[config.mk]
export PLATFORM = sky130hd
export DESIGN_NAME = adaptive_baseline_event_trigger
export DESIGN_NICKNAME = d
export VERILOG_FILES = /design/src/rtl/abet_pkg.sv /design/src/rtl/abet_mul.sv /design/src/rtl/abet_div.sv /design/src/rtl/abet_blocker.sv /design/src/rtl/adaptive_baseline_event_trigger.sv
export SDC_FILE = /design/constraint.sdc
export NUM_CORES = 2
export LEC_CHECK = 0
export BUFFER_PORTS_ARGS = -buffer_cell sky130_fd_sc_hd__clkbuf_2
export CAP_MARGIN = 0
export CORE_ASPECT_RATIO = 0.7
export CORE_MARGIN = 1
export CORE_UTILIZATION = 35
export CTS_BUF_LIST = sky130_fd_sc_hd__clkbuf_8
export DETAILED_ROUTE_END_ITERATION = 16
export SLEW_MARGIN = 25
export SYNTH_ARGS = -nofsm -noshare
export SYNTH_HDL_FRONTEND = slang
export SYNTH_SLANG_ARGS = --single-unit
[constraint.sdc]
create_clock -name clk_i -period 17.07 [get_ports clk_i]
set_clock_uncertainty 0.05 [all_clocks]
set_input_delay 0.8535 -clock clk_i [delete_from_list [all_inputs] [get_ports clk_i]]
set_output_delay 0.8535 -clock clk_i [all_outputs]
set_load 0.1 [all_outputs]
[src/rtl/abet_pkg.sv]
// Shared types, register map and reset constants for the baseline event trigger.
package abet_pkg;

  localparam int unsigned CFG_W      = 16;  // widest configuration register
  localparam int unsigned CFG_ADDR_W = 3;
  localparam int unsigned PCT_W      = 7;   // percent registers
  localparam int unsigned COUNT_W    = 32;  // saturating blocked count
  localparam int unsigned PCT_SCALE  = 100;

  typedef enum logic [CFG_ADDR_W-1:0] {
    CFG_ALPHA   = 3'd0,
    CFG_BETA    = 3'd1,
    CFG_SMOOTH  = 3'd2,
    CFG_RELEASE = 3'd3,
    CFG_PERIOD  = 3'd4
  } cfg_addr_e;

  localparam logic [PCT_W-1:0] ALPHA_RST   = 7'd70;
  localparam logic [PCT_W-1:0] BETA_RST    = 7'd40;
  localparam logic [CFG_W-1:0] SMOOTH_RST  = 16'd3600;
  localparam logic [CFG_W-1:0] RELEASE_RST = 16'd40;
  localparam logic [CFG_W-1:0] PERIOD_RST  = 16'd2400;

  typedef struct packed {
    logic fire;
    logic blocked;
  } blk_status_t;

endpackage

[src/rtl/abet_mul.sv]
// Shared registered multiplier: small operand times the baseline.
module abet_mul #(
  parameter int unsigned B_W = 26
) (
  input  logic                             clk_i,
  input  logic                             rst_ni,
  input  logic                             en_i,
  input  logic [abet_pkg::CFG_W-1:0]       a_i,
  input  logic [B_W-1:0]                   b_i,
  output logic [B_W+abet_pkg::CFG_W-1:0]   p_o
);

  localparam int unsigned P_W = B_W + abet_pkg::CFG_W;

  logic [P_W-1:0] p_q;
  logic [P_W-1:0] p_d;

  assign p_d = P_W'(a_i) * P_W'(b_i);

  always_ff @(posedge clk_i or negedge rst_ni) begin
    if (!rst_ni) begin
      p_q <= '0;
    end else if (en_i) begin
      p_q <= p_d;
    end
  end

  assign p_o = p_q;

endmodule

[src/rtl/abet_div.sv]
// Restoring divider, one quotient bit per cycle; dividend high part must be below the divisor.
module abet_div #(
  parameter int unsigned QUOT_W = 26
) (
  input  logic                                   clk_i,
  input  logic                                   rst_ni,
  input  logic                                   start_i,
  input  logic [QUOT_W+abet_pkg::CFG_W-1:0]      dividend_i,
  input  logic [abet_pkg::CFG_W-1:0]             divisor_i,
  output logic                                   busy_o,
  output logic [QUOT_W-1:0]                      quot_o
);

  localparam int unsigned DW    = abet_pkg::CFG_W;
  localparam int unsigned CNT_W = $clog2(QUOT_W + 1);

  logic [DW-1:0]     rem_q, rem_d;
  logic [QUOT_W-1:0] quo_q, quo_d;
  logic [DW-1:0]     dvs_q, dvs_d;
  logic [CNT_W-1:0]  cnt_q, cnt_d;
  logic [DW:0]       trial;
  logic [DW:0]       diff;
  logic              ge;

  assign trial = {rem_q, quo_q[QUOT_W-1]};
  assign diff  = trial - {1'b0, dvs_q};
  assign ge    = (trial >= {1'b0, dvs_q});

  always_comb begin
    rem_d = rem_q;
    quo_d = quo_q;
    dvs_d = dvs_q;
    cnt_d = cnt_q;
    if (start_i) begin
      // high part starts as the partial remainder
      rem_d = dividend_i[QUOT_W+DW-1:QUOT_W];
      quo_d = dividend_i[QUOT_W-1:0];
      dvs_d = divisor_i;
      cnt_d = CNT_W'(QUOT_W);
    end else if (cnt_q != '0) begin
      rem_d = ge ? diff[DW-1:0] : trial[DW-1:0];
      quo_d = {quo_q[QUOT_W-2:0], ge};
      cnt_d = cnt_q - 1'b1;
    end
  end

  always_ff @(posedge clk_i or negedge rst_ni) begin
    if (!rst_ni) begin
      rem_q <= '0;
      quo_q <= '0;
      dvs_q <= '0;
      cnt_q <= '0;
    end else begin
      rem_q <= rem_d;
      quo_q <= quo_d;
      dvs_q <= dvs_d;
      cnt_q <= cnt_d;
    end
  end

  assign busy_o = (cnt_q != '0);
  assign quot_o = quo_q;

endmodule

[src/rtl/abet_blocker.sv]
// Blocked/clear state machine with saturating block count and periodic retrigger.
module abet_blocker (
  input  logic                          clk_i,
  input  logic                          rst_ni,
  input  logic                          step_i,
  input  logic                          event_i,
  input  logic [abet_pkg::CFG_W-1:0]    release_ticks_i,
  input  logic [abet_pkg::CFG_W-1:0]    period_ticks_i,
  output abet_pkg::blk_status_t         status_o
);

  localparam int unsigned CW = abet_pkg::CFG_W;
  localparam int unsigned BW = abet_pkg::COUNT_W;

  logic          blocked_q, blocked_d;
  logic [BW-1:0] bcount_q, bcount_d;
  logic [CW-1:0] pcount_q, pcount_d;
  logic [CW:0]   pcount_inc;
  logic [CW-1:0] period;
  logic          fire;

  // zero period acts as one
  assign period     = (period_ticks_i == '0) ? CW'(1) : period_ticks_i;
  assign pcount_inc = {1'b0, pcount_q} + 1'b1;

  always_comb begin
    blocked_d = blocked_q;
    bcount_d  = bcount_q;
    pcount_d  = pcount_q;
    fire      = 1'b0;
    if (event_i) begin
      if (!blocked_q) begin
        blocked_d = 1'b1;
        bcount_d  = '0;
        pcount_d  = '0;
        fire      = 1'b1;
      end else begin
        if (bcount_q != '1) begin
          bcount_d = bcount_q + 1'b1;
        end
        if (pcount_inc >= {1'b0, period}) begin
          pcount_d = '0;
          fire     = 1'b1;
        end else begin
          pcount_d = pcount_inc[CW-1:0];
        end
      end
    end else if (blocked_q) begin
      blocked_d = 1'b0;
      fire      = (bcount_q >= BW'(release_ticks_i));
    end
  end

  always_ff @(posedge clk_i or negedge rst_ni) begin
    if (!rst_ni) begin
      blocked_q <= 1'b0;
      bcount_q  <= '0;
      pcount_q  <= '0;
    end else if (step_i) begin
      blocked_q <= blocked_d;
      bcount_q  <= bcount_d;
      pcount_q  <= pcount_d;
    end
  end

  assign status_o.fire    = fire;
  assign status_o.blocked = blocked_d;

endmodule

[src/rtl/adaptive_baseline_event_trigger.sv]
// Top level: sequencer around a shared multiplier and divider, config registers, result register.
//
// Input channel: in_valid_i / in_stall_o carry one sensor sample per request in sample_level_i.
// Output channel: out_valid_o / out_stall_i carry one result per sample: trigger_fire_o,
//   attention_on_o, event_seen_o and the integer part of the baseline in baseline_whole_o.
// Config port: cfg_we_i writes cfg_wdata_i into register cfg_addr_i (0 alpha, 1 beta,
//   2 smoothing interval, 3 release retrigger ticks, 4 periodic trigger ticks); write only
//   while no sample is in flight.
// One sample is worked at a time; in_stall_o is high from acceptance until the result is
//   loaded into the output register. The first sample after reset loads the baseline and
//   goes straight to S_STEP. Other samples run through one shared multiplier: S_ALPHA,
//   S_CMP_A and S_CMP_B when the baseline is kept, and S_ALPHA, S_CMP_A, S_DIV_LD and S_DIV
//   when the baseline is updated, where the restoring divider yields one bit per cycle.
// A new sample is taken while a result still waits in the output register; the finished
//   next result holds in the sequencer until the output register frees up.
// Reset clears the sequencer, the blocked state and counters, marks the next sample as the
//   baseline load, and returns all registers to their defaults.
module adaptive_baseline_event_trigger #(
  parameter int unsigned SAMPLE_BITS   = 10,
  parameter int unsigned FRACTION_BITS = 16
) (
  input  logic                              clk_i,
  input  logic                              rst_ni,
  input  logic                              in_valid_i,
  output logic                              in_stall_o,
  input  logic [SAMPLE_BITS-1:0]            sample_level_i,
  output logic                              out_valid_o,
  input  logic                              out_stall_i,
  output logic                              trigger_fire_o,
  output logic                              attention_on_o,
  output logic                              event_seen_o,
  output logic [SAMPLE_BITS-1:0]            baseline_whole_o,
  input  logic                              cfg_we_i,
  input  logic [abet_pkg::CFG_ADDR_W-1:0]   cfg_addr_i,
  input  logic [abet_pkg::CFG_W-1:0]        cfg_wdata_i
);

  localparam int unsigned CW   = abet_pkg::CFG_W;
  localparam int unsigned PW_  = abet_pkg::PCT_W;
  localparam int unsigned BW   = SAMPLE_BITS + FRACTION_BITS;
  localparam int unsigned PRW  = BW + CW;
  localparam int unsigned LX_W = SAMPLE_BITS + PW_;

  typedef enum logic [2:0] {
    S_IDLE,
    S_ALPHA,
    S_CMP_A,
    S_CMP_B,
    S_DIV_LD,
    S_DIV,
    S_STEP
  } state_e;

  // configuration registers
  logic [PW_-1:0] alpha_q, beta_q;
  logic [CW-1:0]  smooth_q, release_q, period_q;

  always_ff @(posedge clk_i or negedge rst_ni) begin
    if (!rst_ni) begin
      alpha_q   <= abet_pkg::ALPHA_RST;
      beta_q    <= abet_pkg::BETA_RST;
      smooth_q  <= abet_pkg::SMOOTH_RST;
      release_q <= abet_pkg::RELEASE_RST;
      period_q  <= abet_pkg::PERIOD_RST;
    end else if (cfg_we_i) begin
      case (cfg_addr_i)
        abet_pkg::CFG_ALPHA:   alpha_q   <= cfg_wdata_i[PW_-1:0];
        abet_pkg::CFG_BETA:    beta_q    <= cfg_wdata_i[PW_-1:0];
        abet_pkg::CFG_SMOOTH:  smooth_q  <= cfg_wdata_i;
        abet_pkg::CFG_RELEASE: release_q <= cfg_wdata_i;
        abet_pkg::CFG_PERIOD:  period_q  <= cfg_wdata_i;
        default: ;
      endcase
    end
  end

  state_e          state_q, state_d;
  logic [SAMPLE_BITS-1:0] level_q, level_d;
  logic [BW-1:0]   base_q, base_d;
  logic            first_q, first_d;
  logic            event_q, event_d;
  logic            upd_q, upd_d;
  logic            ovalid_q, ovalid_d;
  logic            fire_q, fire_d;
  logic            attn_q, attn_d;
  logic            oevent_q, oevent_d;
  logic [SAMPLE_BITS-1:0] owhole_q, owhole_d;

  logic [BW-1:0]   scaled;
  logic [LX_W-1:0] level_x100;
  logic [PRW-1:0]  scaled100;
  logic [CW-1:0]   smooth_n, smooth_nm1;
  logic [CW-1:0]   mul_a;
  logic            mul_en;
  logic [PRW-1:0]  prod;
  logic            div_start, div_busy;
  logic [BW-1:0]   quot;
  logic            above_alpha;
  logic            blk_step;
  logic            out_free;
  abet_pkg::blk_status_t blk_status;

  assign scaled     = {level_q, {FRACTION_BITS{1'b0}}};
  assign level_x100 = LX_W'(level_q) * LX_W'(abet_pkg::PCT_SCALE);
  assign scaled100  = PRW'({level_x100, {FRACTION_BITS{1'b0}}});
  assign smooth_n   = (smooth_q == '0) ? CW'(1) : smooth_q;
  assign smooth_nm1 = smooth_n - 1'b1;
  assign above_alpha = (scaled100 > prod);
  assign out_free   = !ovalid_q || !out_stall_i;

  // shared multiplier operand: alpha first, then beta or n-1 by the alpha outcome
  always_comb begin
    mul_en = 1'b0;
    mul_a  = CW'(alpha_q);
    case (state_q)
      S_ALPHA: begin
        mul_en = 1'b1;
        mul_a  = CW'(alpha_q);
      end
      S_CMP_A: begin
        mul_en = 1'b1;
        mul_a  = above_alpha ? smooth_nm1 : CW'(beta_q);
      end
      default: ;
    endcase
  end

  abet_mul #(
    .B_W (BW)
  ) u_mul (
    .clk_i  (clk_i),
    .rst_ni (rst_ni),
    .en_i   (mul_en),
    .a_i    (mul_a),
    .b_i    (base_q),
    .p_o    (prod)
  );

  assign div_start = (state_q == S_DIV_LD);

  abet_div #(
    .QUOT_W (BW)
  ) u_div (
    .clk_i      (clk_i),
    .rst_ni     (rst_ni),
    .start_i    (div_start),
    .dividend_i (prod + PRW'(scaled)),
    .divisor_i  (smooth_n),
    .busy_o     (div_busy),
    .quot_o     (quot)
  );

  assign blk_step = (state_q == S_STEP) && out_free;

  abet_blocker u_blocker (
    .clk_i           (clk_i),
    .rst_ni          (rst_ni),
    .step_i          (blk_step),
    .event_i         (event_q),
    .release_ticks_i (release_q),
    .period_ticks_i  (period_q),
    .status_o        (blk_status)
  );

  always_comb begin
    state_d  = state_q;
    level_d  = level_q;
    base_d   = base_q;
    first_d  = first_q;
    event_d  = event_q;
    upd_d    = upd_q;
    ovalid_d = ovalid_q;
    fire_d   = fire_q;
    attn_d   = attn_q;
    oevent_d = oevent_q;
    owhole_d = owhole_q;

    if (ovalid_q && !out_stall_i) begin
      ovalid_d = 1'b0;
    end

    case (state_q)
      S_IDLE: begin
        if (in_valid_i) begin
          level_d = sample_level_i;
          event_d = 1'b0;
          upd_d   = 1'b0;
          state_d = first_q ? S_STEP : S_ALPHA;
          if (first_q) begin
            first_d = 1'b0;
            base_d  = {sample_level_i, {FRACTION_BITS{1'b0}}};
          end
        end
      end
      S_ALPHA: state_d = S_CMP_A;
      S_CMP_A: begin
        upd_d   = above_alpha;
        state_d = above_alpha ? S_DIV_LD : S_CMP_B;
      end
      S_CMP_B: begin
        event_d = (scaled100 < prod);
        state_d = S_STEP;
      end
      S_DIV_LD: state_d = S_DIV;
      S_DIV: begin
        if (!div_busy) begin
          base_d  = quot;
          state_d = S_STEP;
        end
      end
      S_STEP: begin
        // hold the result until the output register frees up
        if (out_free) begin
          ovalid_d = 1'b1;
          fire_d   = blk_status.fire;
          attn_d   = blk_status.blocked;
          oevent_d = event_q;
          owhole_d = base_q[BW-1:FRACTION_BITS];
          state_d  = S_IDLE;
        end
      end
      default: state_d = S_IDLE;
    endcase
  end

  always_ff @(posedge clk_i or negedge rst_ni) begin
    if (!rst_ni) begin
      state_q  <= S_IDLE;
      level_q  <= '0;
      base_q   <= '0;
      first_q  <= 1'b1;
      event_q  <= 1'b0;
      upd_q    <= 1'b0;
      ovalid_q <= 1'b0;
      fire_q   <= 1'b0;
      attn_q   <= 1'b0;
      oevent_q <= 1'b0;
      owhole_q <= '0;
    end else begin
      state_q  <= state_d;
      level_q  <= level_d;
      base_q   <= base_d;
      first_q  <= first_d;
      event_q  <= event_d;
      upd_q    <= upd_d;
      ovalid_q <= ovalid_d;
      fire_q   <= fire_d;
      attn_q   <= attn_d;
      oevent_q <= oevent_d;
      owhole_q <= owhole_d;
    end
  end

  assign in_stall_o       = (state_q != S_IDLE);
  assign out_valid_o      = ovalid_q;
  assign trigger_fire_o   = fire_q;
  assign attention_on_o   = attn_q;
  assign event_seen_o     = oevent_q;
  assign baseline_whole_o = owhole_q;

  // an event always leaves the block in the blocked state
  a_event_blocks: assert property (@(posedge clk_i) disable iff (!rst_ni)
    (out_valid_o && event_seen_o) |-> attention_on_o)
    else $error("event result without attention");

  // a non-event always clears the blocked state
  a_clear_releases: assert property (@(posedge clk_i) disable iff (!rst_ni)
    (out_valid_o && !event_seen_o) |-> !attention_on_o)
    else $error("non-event result left attention on");

  // an updating sample is never an event
  a_update_no_event: assert property (@(posedge clk_i) disable iff (!rst_ni)
    (state_q == S_STEP && upd_q) |-> !event_q)
    else $error("baseline update flagged as event");

  // a sample request is worked before the next one is taken
  a_accept_busy: assert property (@(posedge clk_i) disable iff (!rst_ni)
    (in_valid_i && !in_stall_o) |=> in_stall_o)
    else $error("second request taken while working");

endmodule
==> reports/metrics.yaml <==
hold_path.class: "input pin to asynchronous set/reset pin"
yosysMostFrequentCell: "nand2_1"
fin_crit_ps: 12150
ys_ff_latch: 269
drive_gt1_share_pct: 7.959
cts_setup_buffers: 0
hold_viol: 0
wl_mm: 79.34
cpLargestDelayFamily: "adder cells"
clkSlewWorstSetupHoldPaths_ps: 60
final_antenna_net_count: 0
core_um2: 80770
async_reset_ff_share_pct: 100.0
use_met1_pct: 30.81
synthTopCellsByArea: "fa_1, dfrtp_1, ha_1"
ys_top_cells_by_count: "nand2_1, inv_1, fa_1"
slowest_stage: "o21ai_4"
wire_per_inst_um: 18.57
worstMarginPinSlew_ps: 1103
final_nets: 3768
dp_hpwl_mm: 59.31
post-route-drc-count: 0
vias_per_cell: 5.066
finalSetupViolCount: 0
cts_tree: "done"
slew_violations: 0
ctsHoldBuffers: 0
worstSetupEndpointType: "flip-flop"
num_vias: 21645
clock_latency_ps: 680
die-height_um: 241.2
syn_area_um2: 28620
yosys.cell_types.count: 78
cts_resized: 0
cts.htree.levels: 2
cts_buffers: 47
gp_congestion: 0.9092
rsz0062_at_grt: "no"
status: "complete, no violations"
yosysTopAreaCell: "fa_1"
portBuffers: 48
clock_sinks: 269
use_met2_pct: 26.59
required_ps: 17580
synth-edff-count: 0
grt_util_all_layers_pct: 19.72
die_area_um2: 82930
grt_pass1_vias: 21488
synth_ff_type: "dfrtp_1"
first_pass_iters: 5
critPathKind: "flip-flop to flip-flop"
grt-ovfl-total: 0
initial_core_util_pct: 35.43
grt.met3_usage_pct: 5.493
drtIter0Drc: 1542
synth.top_cell.area_share_pct: 23.85
cts-root-buf: "clkbuf_8"
grt_pass1_wl_mm: 126.6
slew_headroom_pct: 26.17
synth_fp_nets: 3778
syn_to_final_growth_pct: 8.421
setup_tns_ps: 0
worst_setup_path_start_kind: "flip-flop"
cap_violations: 0
synthCells: 3177
fmax_ghz: 0.08230
path_common_cell: "fa_1"
top_usage_layer: "met1"
yosys_warnings: 0
num_rows: 87
seq_area_frac_synth_pct: 23.59
antenna_found_initial: 0
path_max_fanout: 26
fin_crit_sh_pct: 71.18
worst-path-buf-inv: 4
slowest_delay_ps: 880
synth_area_per_cell_um2: 9.008
cp.arrival_ps: 12660
die_w_um: 343.8
io_pins: 49
grt_max_degree: 124
clockBufferDepth: 3
-- flip-flops by register name, summed over array words and instances, names as in the netlist, 26 cells and up --
signal	cells
u_div.quot_o	26
u_mul.p_o	42
u_blocker.bcount_q	32
base_q	26
-- worst paths after layout --
kind                            slack (ps)                                  to                       startpoint  cells after the start
worst max-delay path                  4920           u_mul.p_o[39]$_DFFE_PN0P_           level_q[2]$_DFFE_PN0P_                     39
worst min-delay path                   100  u_blocker.pcount_q[14]$_DFFE_PN0P_                           rst_ni                      1
worst max register to register        4920           u_mul.p_o[39]$_DFFE_PN0P_           level_q[2]$_DFFE_PN0P_                     39
worst min register to register         430     baseline_whole_o[7]$_DFFE_PN0P_  baseline_whole_o[7]$_DFFE_PN0P_                      2
max in group asynchronous            15730  u_blocker.bcount_q[21]$_DFFE_PN0P_                           rst_ni                      2
min in group clk_i                     400              level_q[9]$_DFFE_PN0P_                sample_level_i[9]                      3
-- routing by layer --
layer,part of all wire (%),vias to the layer above
met5,0,-
met3,9.5,78
li1,-,10201
met2,39,686
met1,50,10680
met4,1.5,0
-- metrics by stage --
| stage | instance area, um2 | hold slack (ps) | std cells | util, % | worst slack, ps |
|---|---|---|---|---|---|
| after global routing | 31020 | 114.6 | 4272 | 38.41 | 4010 |
| final | 31030 | 97.19 | 4273 | 38.41 | 4920 |
| after global placement | 29990 | 412.6 | 4183 | 37.13 | 5086 |
| after floorplan | 28620 | 399.8 | 3177 | - | 6847 |
| after CTS | 30990 | 287.1 | 4271 | 38.37 | 4985 |
| after detailed placement | 30010 | 415.3 | 4185 | 37.16 | 5015 |
-- cell type report --
class	count	area [um2]
clock inverters	27	163.9
clock buffers	59	812.0
flip-flops and latches	269	6751
inverters	479	1798
fillers	8204	49740
well taps	1068	1336
multi-input cells	2286	19610
diodes	1	2.502
repair buffers	84	555.5
-- layout by cell type, fill, tap and decap left out, types with 6 or more instances in the layout --
cell type and n:
a211oi_1 18, a21o_1 52, a21oi_1 73, a22o_1 26, a31oi_1 28, and2_1 181
and3_1 17, buf_4 31, clkbuf_2 47, clkbuf_8 59, clkinv_2 6, dfrtp_1 253
dfstp_2 16, fa_1 341, ha_1 226, inv_1 495, mux2_2 52, mux2i_1 21
nand2_1 534, nand2b_1 23, nand3_1 47, nand4_1 27, nor2_1 112, nor2b_1 14
nor3_1 28, nor4_1 20, o211ai_1 6, o21a_1 8, o21ai_0 148, o21ai_4 7
o21bai_1 19, o22ai_1 12, o31ai_1 12, or3_1 15, or4_1 6, xnor2_1 60
xor2_1 64
-- logic make-up after synthesis --
logic type / share of synthesized area [%]
mux: 2.781
flops: 23.59
buf+inv: 8.346
xor+xnor: 3.795
simple gates: 17.50
fa+ha+maj: 33.74
compound gates: 10.25
Power is left out: the tool's default activity adds up to more than one toggle a clock period on the data nets, which glitch-free logic cannot reach.
